`src/rtl/core/assert_macros.svh`:
```
// Assertion macros shared by the RTL of the display timing sequencer.
`ifndef ASSERT_MACROS_SVH
`define ASSERT_MACROS_SVH
`ifndef SYNTH
// Checks that a property holds at every rising edge outside reset.
`define LMLS_ASSERT(label, clk, rst_n, prop, msg) \
	label: assert property (@(posedge clk) disable iff (!rst_n) (prop)) else $error(msg);
// Checks that a condition is never true at a rising edge outside reset.
`define LMLS_NEVER(label, clk, rst_n, cond, msg) \
	label: assert property (@(posedge clk) disable iff (!rst_n) !(cond)) else $error(msg);
`else
`define LMLS_ASSERT(label, clk, rst_n, prop, msg)
`define LMLS_NEVER(label, clk, rst_n, cond, msg)
`endif
`endif

```
`src/rtl/core/lmls_pkg.sv`:
```
// Types and constants shared by the display timing sequencer modules.
`timescale 1ns / 1ps
package lmls_pkg;

	localparam int unsigned VISIBLE_LINES_DEF = 144;
	localparam int unsigned LAST_LINE_DEF     = 153;

	localparam int unsigned THR_W   = 10;
	localparam int unsigned LINE_W  = 8;
	localparam int unsigned ACCUM_W = 11;
	localparam int unsigned ELAP_W  = 8;
	localparam int unsigned EN_W    = 4;
	localparam int unsigned IDX_W   = 3;

	localparam logic [ACCUM_W-1:0] ACCUM_MAX = '1;

	typedef enum logic [1:0] {
		MODE_HBLANK = 2'd0,
		MODE_VBLANK = 2'd1,
		MODE_OAM    = 2'd2,
		MODE_XFER   = 2'd3
	} mode_t;

	localparam logic [IDX_W-1:0] CFG_OAM_CYCLES      = 3'd0;
	localparam logic [IDX_W-1:0] CFG_TRANSFER_CYCLES = 3'd1;
	localparam logic [IDX_W-1:0] CFG_HBLANK_CYCLES   = 3'd2;
	localparam logic [IDX_W-1:0] CFG_VBLANK_CYCLES   = 3'd3;
	localparam logic [IDX_W-1:0] CFG_STAT_ENABLES    = 3'd4;
	localparam logic [IDX_W-1:0] CFG_COMPARE_LINE    = 3'd5;
	localparam logic [IDX_W-1:0] CFG_WINDOW_ENABLE   = 3'd6;

	localparam int unsigned EN_HBLANK  = 0;
	localparam int unsigned EN_VBLANK  = 1;
	localparam int unsigned EN_OAM     = 2;
	localparam int unsigned EN_COMPARE = 3;

	localparam logic [THR_W-1:0] OAM_CYCLES_RST      = 10'd80;
	localparam logic [THR_W-1:0] TRANSFER_CYCLES_RST = 10'd172;
	localparam logic [THR_W-1:0] HBLANK_CYCLES_RST   = 10'd204;
	localparam logic [THR_W-1:0] VBLANK_CYCLES_RST   = 10'd456;

	typedef struct packed {
		logic [THR_W-1:0]  oam_cycles;
		logic [THR_W-1:0]  transfer_cycles;
		logic [THR_W-1:0]  hblank_cycles;
		logic [THR_W-1:0]  vblank_line_cycles;
		logic [EN_W-1:0]   stat_enables;
		logic [LINE_W-1:0] compare_line;
		logic              window_enable;
	} cfg_t;

	typedef struct packed {
		mode_t             mode;
		logic [LINE_W-1:0] line;
		logic              render_line;
		logic              vblank_irq;
		logic              stat_irq;
		logic [LINE_W-1:0] window_line;
	} result_t;

endpackage

```
`src/rtl/core/lmls_cfg.sv`:
```
// Configuration register file of the display timing sequencer.
`timescale 1ns / 1ps
module lmls_cfg (
	input  logic                       clk,
	input  logic                       arst_n,
	input  logic                       cfg_valid,
	output logic                       cfg_ready,
	input  logic [lmls_pkg::IDX_W-1:0] cfg_index,
	input  logic [lmls_pkg::THR_W-1:0] cfg_data,
	output lmls_pkg::cfg_t             cfg
);

	lmls_pkg::cfg_t cfg_q;

	assign cfg_ready = 1'b1;
	assign cfg       = cfg_q;

	always_ff @(posedge clk or negedge arst_n) begin
		if (!arst_n) begin
			cfg_q.oam_cycles         <= lmls_pkg::OAM_CYCLES_RST;
			cfg_q.transfer_cycles    <= lmls_pkg::TRANSFER_CYCLES_RST;
			cfg_q.hblank_cycles      <= lmls_pkg::HBLANK_CYCLES_RST;
			cfg_q.vblank_line_cycles <= lmls_pkg::VBLANK_CYCLES_RST;
			cfg_q.stat_enables       <= '0;
			cfg_q.compare_line       <= '0;
			cfg_q.window_enable      <= 1'b0;
		end else if (cfg_valid && cfg_ready) begin
			unique case (cfg_index)
				lmls_pkg::CFG_OAM_CYCLES:      cfg_q.oam_cycles <= cfg_data;
				lmls_pkg::CFG_TRANSFER_CYCLES: cfg_q.transfer_cycles <= cfg_data;
				lmls_pkg::CFG_HBLANK_CYCLES:   cfg_q.hblank_cycles <= cfg_data;
				lmls_pkg::CFG_VBLANK_CYCLES:   cfg_q.vblank_line_cycles <= cfg_data;
				lmls_pkg::CFG_STAT_ENABLES:
					cfg_q.stat_enables <= cfg_data[lmls_pkg::EN_W-1:0];
				lmls_pkg::CFG_COMPARE_LINE:
					cfg_q.compare_line <= cfg_data[lmls_pkg::LINE_W-1:0];
				lmls_pkg::CFG_WINDOW_ENABLE:   cfg_q.window_enable <= cfg_data[0];
				default: ;
			endcase
		end
	end

endmodule

```
`src/rtl/core/lmls_timing.sv`:
```
// Mode and line state of the display timing sequencer and its per-item update.
`timescale 1ns / 1ps
module lmls_timing #(
	parameter int unsigned VISIBLE_LINES = lmls_pkg::VISIBLE_LINES_DEF,
	parameter int unsigned LAST_LINE     = lmls_pkg::LAST_LINE_DEF
) (
	input  logic                        clk,
	input  logic                        arst_n,
	input  logic                        step_en,
	input  logic [lmls_pkg::ELAP_W-1:0] elapsed,
	input  lmls_pkg::cfg_t              cfg,
	output lmls_pkg::result_t           res
);

	localparam logic [lmls_pkg::LINE_W-1:0] VIS_LINE  = lmls_pkg::LINE_W'(VISIBLE_LINES);
	localparam logic [lmls_pkg::LINE_W-1:0] LAST_LINE_V = lmls_pkg::LINE_W'(LAST_LINE);

	logic [lmls_pkg::ACCUM_W-1:0] accum_q, accum_d, accum_sat, accum_diff;
	logic [lmls_pkg::ACCUM_W:0]   accum_sum;
	lmls_pkg::mode_t              mode_q, mode_d;
	logic [lmls_pkg::LINE_W-1:0]  line_q, line_d, line_inc;
	logic [lmls_pkg::LINE_W-1:0]  win_q, win_d;
	logic [lmls_pkg::THR_W-1:0]   thr;
	logic                         reached, check, render, vbl, hit;

	assign accum_sum  = {1'b0, accum_q} + (lmls_pkg::ACCUM_W + 1)'(elapsed);
	assign accum_sat  = accum_sum[lmls_pkg::ACCUM_W] ? lmls_pkg::ACCUM_MAX
		: accum_sum[lmls_pkg::ACCUM_W-1:0];
	assign reached    = accum_sat >= lmls_pkg::ACCUM_W'(thr);
	assign accum_diff = accum_sat - lmls_pkg::ACCUM_W'(thr);
	assign line_inc   = line_q + 8'd1;

	always_comb begin
		unique case (mode_q)
			lmls_pkg::MODE_OAM:    thr = cfg.oam_cycles;
			lmls_pkg::MODE_XFER:   thr = cfg.transfer_cycles;
			lmls_pkg::MODE_HBLANK: thr = cfg.hblank_cycles;
			default:               thr = cfg.vblank_line_cycles;
		endcase
	end

	always_comb begin
		accum_d = accum_sat;
		mode_d  = mode_q;
		line_d  = line_q;
		win_d   = win_q;
		render  = 1'b0;
		vbl     = 1'b0;
		check   = 1'b0;
		unique case (mode_q)
			lmls_pkg::MODE_OAM: begin
				if (reached) begin
					accum_d = accum_diff;
					mode_d  = lmls_pkg::MODE_XFER;
					check   = 1'b1;
				end
			end
			lmls_pkg::MODE_XFER: begin
				if (reached) begin
					accum_d = accum_diff;
					render  = line_q < VIS_LINE;
					mode_d  = lmls_pkg::MODE_HBLANK;
					check   = 1'b1;
				end
			end
			lmls_pkg::MODE_HBLANK: begin
				if (reached) begin
					accum_d = accum_diff;
					line_d  = line_inc;
					if (cfg.window_enable) begin
						win_d = win_q + 8'd1;
					end
					mode_d = (line_inc == VIS_LINE) ? lmls_pkg::MODE_VBLANK
						: lmls_pkg::MODE_OAM;
					check  = 1'b1;
				end
			end
			default: begin
				vbl   = 1'b1;
				win_d = '0;
				if (reached) begin
					accum_d = accum_diff;
					if (line_q >= LAST_LINE_V) begin
						line_d = '0;
						mode_d = lmls_pkg::MODE_OAM;
						check  = 1'b1;
					end else begin
						line_d = line_inc;
					end
				end
			end
		endcase
	end

	always_comb begin
		hit = (line_d == cfg.compare_line) && cfg.stat_enables[lmls_pkg::EN_COMPARE];
		unique case (mode_d)
			lmls_pkg::MODE_HBLANK: hit = hit || cfg.stat_enables[lmls_pkg::EN_HBLANK];
			lmls_pkg::MODE_VBLANK: hit = hit || cfg.stat_enables[lmls_pkg::EN_VBLANK];
			lmls_pkg::MODE_OAM:    hit = hit || cfg.stat_enables[lmls_pkg::EN_OAM];
			default: ;
		endcase
	end

	always_comb begin
		res.mode        = mode_d;
		res.line        = line_d;
		res.render_line = render;
		res.vblank_irq  = vbl;
		res.stat_irq    = check && hit;
		res.window_line = win_d;
	end

	always_ff @(posedge clk or negedge arst_n) begin
		if (!arst_n) begin
			accum_q <= '0;
			mode_q  <= lmls_pkg::MODE_OAM;
			line_q  <= '0;
			win_q   <= '0;
		end else if (step_en) begin
			accum_q <= accum_d;
			mode_q  <= mode_d;
			line_q  <= line_d;
			win_q   <= win_d;
		end
	end

endmodule

```
`src/rtl/core/lcd_mode_line_sequencer_core.sv`:
```
// Top level of the display timing sequencer: input register, state update and result register.
//
// The input channel carries one transaction per batch of elapsed machine cycles;
// each one yields exactly one result transaction on the output channel with the
// mode, line, render strobe, vertical blank level, status interrupt and window line.
// Both channels use valid and stall; a transaction completes when valid is high
// and stall is low. The configuration channel uses valid and ready and is always
// ready; the user must write it only while no transaction is in flight, and the
// block itself does not enforce this. An accepted transaction sits in the input
// register while the state update feeds the result register.
// Throughput is one transaction per cycle unless stalled; the mode, line, window and cycle
// accumulator registers are updated in the same cycle that the result register
// loads, so each transaction sees the state left by the one before it.
// While the receiver stalls, the result register holds; the input register keeps
// one more transaction and then the input channel is stalled as well.
// Reset clears the pipeline, loads the default timing registers and starts in
// object search on line zero with an empty cycle accumulator.
`timescale 1ns / 1ps
`include "assert_macros.svh"
module lcd_mode_line_sequencer_core #(
	parameter int unsigned VISIBLE_LINES = lmls_pkg::VISIBLE_LINES_DEF,
	parameter int unsigned LAST_LINE     = lmls_pkg::LAST_LINE_DEF
) (
	input  logic                        clk,
	input  logic                        arst_n,
	input  logic                        in_valid,
	output logic                        in_stall,
	input  logic [lmls_pkg::ELAP_W-1:0] elapsed_cycles,
	output logic                        out_valid,
	input  logic                        out_stall,
	output logic [1:0]                  mode,
	output logic [lmls_pkg::LINE_W-1:0] line,
	output logic                        render_line,
	output logic                        vblank_irq,
	output logic                        stat_irq,
	output logic [lmls_pkg::LINE_W-1:0] window_line,
	input  logic                        cfg_valid,
	output logic                        cfg_ready,
	input  logic [lmls_pkg::IDX_W-1:0]  cfg_index,
	input  logic [lmls_pkg::THR_W-1:0]  cfg_data
);

	lmls_pkg::cfg_t               cfg;
	lmls_pkg::result_t            res;
	lmls_pkg::result_t            res_s2;
	logic                         valid_s1, valid_s2;
	logic [lmls_pkg::ELAP_W-1:0]  elapsed_s1;
	logic                         in_accept, step_en;

	lmls_cfg u_cfg (
		.clk       (clk),
		.arst_n    (arst_n),
		.cfg_valid (cfg_valid),
		.cfg_ready (cfg_ready),
		.cfg_index (cfg_index),
		.cfg_data  (cfg_data),
		.cfg       (cfg)
	);

	lmls_timing #(
		.VISIBLE_LINES (VISIBLE_LINES),
		.LAST_LINE     (LAST_LINE)
	) u_timing (
		.clk     (clk),
		.arst_n  (arst_n),
		.step_en (step_en),
		.elapsed (elapsed_s1),
		.cfg     (cfg),
		.res     (res)
	);

	assign step_en   = valid_s1 && (!valid_s2 || !out_stall);
	assign in_stall  = valid_s1 && valid_s2 && out_stall;
	assign in_accept = in_valid && !in_stall;

	always_ff @(posedge clk or negedge arst_n) begin
		if (!arst_n) begin
			valid_s1 <= 1'b0;
		end else if (in_accept) begin
			valid_s1 <= 1'b1;
		end else if (step_en) begin
			valid_s1 <= 1'b0;
		end
	end

	always_ff @(posedge clk) begin
		if (in_accept) begin
			elapsed_s1 <= elapsed_cycles;
		end
	end

	always_ff @(posedge clk or negedge arst_n) begin
		if (!arst_n) begin
			valid_s2 <= 1'b0;
		end else if (step_en) begin
			valid_s2 <= 1'b1;
		end else if (!out_stall) begin
			valid_s2 <= 1'b0;
		end
	end

	always_ff @(posedge clk) begin
		if (step_en) begin
			res_s2 <= res;
		end
	end

	assign out_valid   = valid_s2;
	assign mode        = res_s2.mode;
	assign line        = res_s2.line;
	assign render_line = res_s2.render_line;
	assign vblank_irq  = res_s2.vblank_irq;
	assign stat_irq    = res_s2.stat_irq;
	assign window_line = res_s2.window_line;

	`LMLS_ASSERT(a_vblank_exit, clk, arst_n, (valid_s2 && res_s2.vblank_irq) |-> (res_s2.mode == lmls_pkg::MODE_VBLANK || res_s2.mode == lmls_pkg::MODE_OAM), "vertical blank left to a mode other than object search")
	`LMLS_ASSERT(a_vblank_window, clk, arst_n, (valid_s2 && res_s2.vblank_irq) |-> (res_s2.window_line == '0), "window line not cleared in vertical blank")
	`LMLS_ASSERT(a_render_mode, clk, arst_n, (valid_s2 && res_s2.render_line) |-> (res_s2.mode == lmls_pkg::MODE_HBLANK), "render strobe outside the end of pixel transfer")
	`LMLS_NEVER(n_xfer_stat, clk, arst_n, valid_s2 && res_s2.stat_irq && res_s2.mode == lmls_pkg::MODE_XFER && !(cfg.stat_enables[lmls_pkg::EN_COMPARE] && res_s2.line == cfg.compare_line), "status interrupt on transfer entry without a line compare match")
	`LMLS_NEVER(n_stall_loss, clk, arst_n, in_accept && valid_s1 && !step_en, "input register overwritten while holding a transaction")

endmodule
```
`config.mk`:
```
export PLATFORM = sky130hd
export DESIGN_NAME = lcd_mode_line_sequencer_core
export DESIGN_NICKNAME = d
export VERILOG_FILES = /design/src/rtl/core/lmls_pkg.sv /design/src/rtl/core/lmls_cfg.sv /design/src/rtl/core/lmls_timing.sv /design/src/rtl/core/lcd_mode_line_sequencer_core.sv
export VERILOG_INCLUDE_DIRS = /design/src /design/src/rtl/core
export SDC_FILE = /design/constraint.sdc
export NUM_CORES = 1
export LEC_CHECK = 0
export ABC_AREA = 1
export BUFFER_PORTS_ARGS = -buffer_cell sky130_fd_sc_hd__buf_2
export CAP_MARGIN = 20
export CORE_AREA = 4 4 111 113
export DETAILED_ROUTE_END_ITERATION = 8
export DIE_AREA = 0 0 115 117
export PLACE_DENSITY = 0.88
export SYNTH_ARGS = -nofsm -noshare
export SYNTH_HDL_FRONTEND = slang
export SYNTH_HIERARCHICAL = 1
export SYNTH_SLANG_ARGS = --single-unit
```
`constraint.sdc`:
```
create_clock -name clk -period 5.2 [get_ports clk]
set_input_delay 0.52 -clock clk [delete_from_list [all_inputs] [get_ports clk]]
set_output_delay 0.52 -clock clk [all_outputs]
set_load 0.1 [all_outputs]
```
==> impl_metrics.ini <==
[outcome]
status = completed

[placed_design]
place_ws_ns = 0.556
hpwl_mm = 11.1
portBuffers = 48
gp_congestion = 0.933
place_inst = 1008

[detailed_routing]
vias = 5827
drt_wl_total_mm = 16.2
first_pass_iters = 5
ant_nets = 0
first_iter_violations = 482
routedWlPerCell_um = 15.6
drc = 0
viasPerCell = 5.59

[timing]
rsz0062_at_grt = false
timing.final.max_slew_violations = 0
slew_headroom = 0.470
finalWorstSetupSlack_ns = 0.469
min_period_over_period = 0.910
setup_viol = 0
period_needed_ns = 4.73
max_freq_ghz = 0.211
fin_tns_setup_ns = 0
clock_skew_ns = 0.0133
worst_slew_pin_slew_ns = 0.790
timing.hold.ws_ns = 0.284
hold_viol = 0

[synth]
yosysWarnings = 6
synth_edf_count = 29
synth_ff_type = dfrtp_1
synth_nets = 887
ys_types = 47
synth-seq-cells = 113
synthesis.area_um2 = 6620
synth.avg_cell_area_um2 = 7.94
yosysSeqAreaShare = 0.452
synth-async-reset-ratio = 0.743
syn_inst = 834

[clock_tree]
htreeDepth = 4
cts_buffers = 17
cts_hold_buf = 0
cts_tree = built
cts_setup_buffers = 0
post_cts_resized = 0
clock-root-buffer = clkbuf_16
clock-sinks = 113
clk_pin_slew_worst_paths_ns = 0.05
clock_path_buffers = 2
clk_latency_ns = 0.41

[critical_path]
cp-start-kind = register
cp_data_required_time_ns = 5.35
critPathKind = reg -> reg
cp.arrival_ns = 4.88
crit_path_end_kind = register
worstPathMaxFanout = 18

[global_route]
grt_max_degree = 85
antenna_found_initial = 0
grt_remaining_overflow = 0
grt_pass1_vias = 5626
grt_use_met1 = 0.339
grt.total_usage = 0.257
grt_busiest_layer = met2
use_met2 = 0.423
grt_pass1_wl_mm = 27.0
grt_use_met3 = 0.0524

[cells_and_area]
regArea_um2 = 2990
n_fill_cell = 921
fin_nets = 939
area_growth_pct = 14.2
multiInputGateArea_um2 = 3170
final_util = 0.668
antennaDiodeCount = 0
drive_above_1_share = 0.166
stdcell_count = 1042

[floorplan]
die_h_um = 117
dieWidth_um = 115
core_um2 = 11300
start_util = 0.585
rows = 39
io_pins = 50
die_area_um2 = 13500

[power_and_ir_drop]
combPwrFrac = 0.569
netSwitchingPower_uw = 2840
p_sw_frac = 0.493
powerDensity_nw_per_um2 = 760
p_leak_uw = 0.00381
power_frac_seq = 0.242
ir_drop_v = 0.000355
clock_power_share = 0.190
p_int_uw = 2910

[hold_path]
hold_path.class = in -> reg

[run]
cap_violations = 0
-- synthesized netlist by cell type (all sizes together) (3+ instances only) --
master / number / area, um2
nand4: 4 / 31.3
dfstp: 15 / 394
ha: 25 / 313
o21ai: 62 / 322
inv: 89 / 334
buf: 13 / 97.6
edfxtp: 29 / 871
nor2: 41 / 203
a31oi: 7 / 43.8
xnor2: 3 / 26.3
clkbuf: 10 / 37.5
nor3: 10 / 81.3
nand3: 94 / 538
or2: 4 / 25.0
a21oi: 33 / 173
dfrtp: 69 / 1730
xor2: 11 / 96.3
nand2: 297 / 1150
-- stage by stage --
step                power (uW)  instance area, um2
floorplan                 3930                6620
global placement          4510                6960
CTS                       5720                7520
detailed placement        4580                6960
finish                    5750                7560
global route              6210                7560
-- registers in the layout, summed over array words and instances, names as in the netlist, 2 cells and up --
register	count
u_timing/win_q	8
u_timing/mode_q	2
u_timing/accum_q	11
elapsed_s1	8
u_timing/line_q	8
mode	2
u_cfg/cfg	53
window_line	8
line	8
-- kinds of logic (layout without fill, tap and decap cells) --
kind of cell             Yosys count  count (layout)  synth area share
other                              1               1          0.000566
XOR/XNOR                          14              14            0.0185
AND/OR/NAND/NOR                  454             454             0.311
AO/OA/AOI/OAI                    112             112            0.0937
flip-flops                       113             113             0.452
adder cells (fa/ha/maj)           27              27            0.0533
buffers and inverters            113             178            0.0714
-- cells in the final DEF, fill, tap and decap left out, drive strengths merged, types with 2 or more instances in the layout --
cell type  netlist  routed
nor2            41      41
inv             89      91
nor3            10      10
o21ai           62      62
dfrtp           69      69
nand2          297     297
a21oi           33      33
clkinv           1       7
o21bai           2       2
nor4             2       2
nand3b           2       2
edfxtp          29      29
fa               2       2
or2              4       4
a22o             2       2
nand3           94      94
ha              25      25
a31oi            7       7
dfstp           15      15
nand4            4       4
xnor2            3       3
buf             13      55
xor2            11      11
clkbuf          10      23
-- worst max-delay path, stage by stage, from the launching register on --
cell      delay, ns
dfrtp_1        0.38
ha_1           0.22
fa_1           0.45
nand3_1        0.13
nand3_2        0.10
a21oi_1        0.19
xnor2_1        0.08
or2_2          0.29
ha_1           0.36
inv_1          0.11
o21bai_1       0.08
a21boi_0       0.21
nand3_2        0.13
nand2_2        0.14
nand3_4        0.22
nand3_2        0.22
inv_1          0.09
nor3_2         0.35
inv_1          0.09
ha_1           0.18
a22o_1         0.17
o21ai_0        0.18
a21oi_1        0.10
-- power by group through the flow --
stage | clock, uW | combinational [uW] | sequential [uW]
floorplan | 0 | 2210 | 1720
global placement | 0 | 3120 | 1390
detailed placement | 0 | 3190 | 1400
CTS | 1100 | 3230 | 1390
global route | 1150 | 3650 | 1410
finish | 1090 | 3270 | 1390
-- area by class of cell --
cell class,count,area share
timing repair buffer,56,0.0430
tap,143,0.0237
clock inverter,9,0.0106
sequential,113,0.396
clock buffer,23,0.0634
inverter,90,0.0447
multi-input combinational,608,0.419
-- metal layers --
layer	routed length, um	vias to the layer above
li1	-	2830
met1	6800	2746
met2	7920	220
met3	1140	31
met4	376	0
met5	0	-
-- path summary, 6_finish.rpt --
| check | startpoint | endpoint | slack, ns | cells past startpoint |
|---|---|---|---|---|
| max in group asynchronous | arst_n | u_cfg/cfg[19]$_DFFE_PN1P_ | 4.11 | 3 |
| min | elapsed_cycles[7] | elapsed_s1[7]$_DFFE_PP_ | 0.28 | 1 |
| max reg2reg | u_timing/accum_q[0]$_DFFE_PN0P_ | stat_irq$_DFFE_PP_ | 0.47 | 22 |
| max | u_timing/accum_q[0]$_DFFE_PN0P_ | stat_irq$_DFFE_PP_ | 0.47 | 22 |
| min reg2reg | u_cfg/cfg[21]$_DFFE_PN1P_ | u_cfg/cfg[21]$_DFFE_PN1P_ | 0.47 | 2 |
| min in group asynchronous | arst_n | u_cfg/cfg[11]$_DFFE_PN0P_ | 0.47 | 2 |
(Power assumes the default switching activity.)
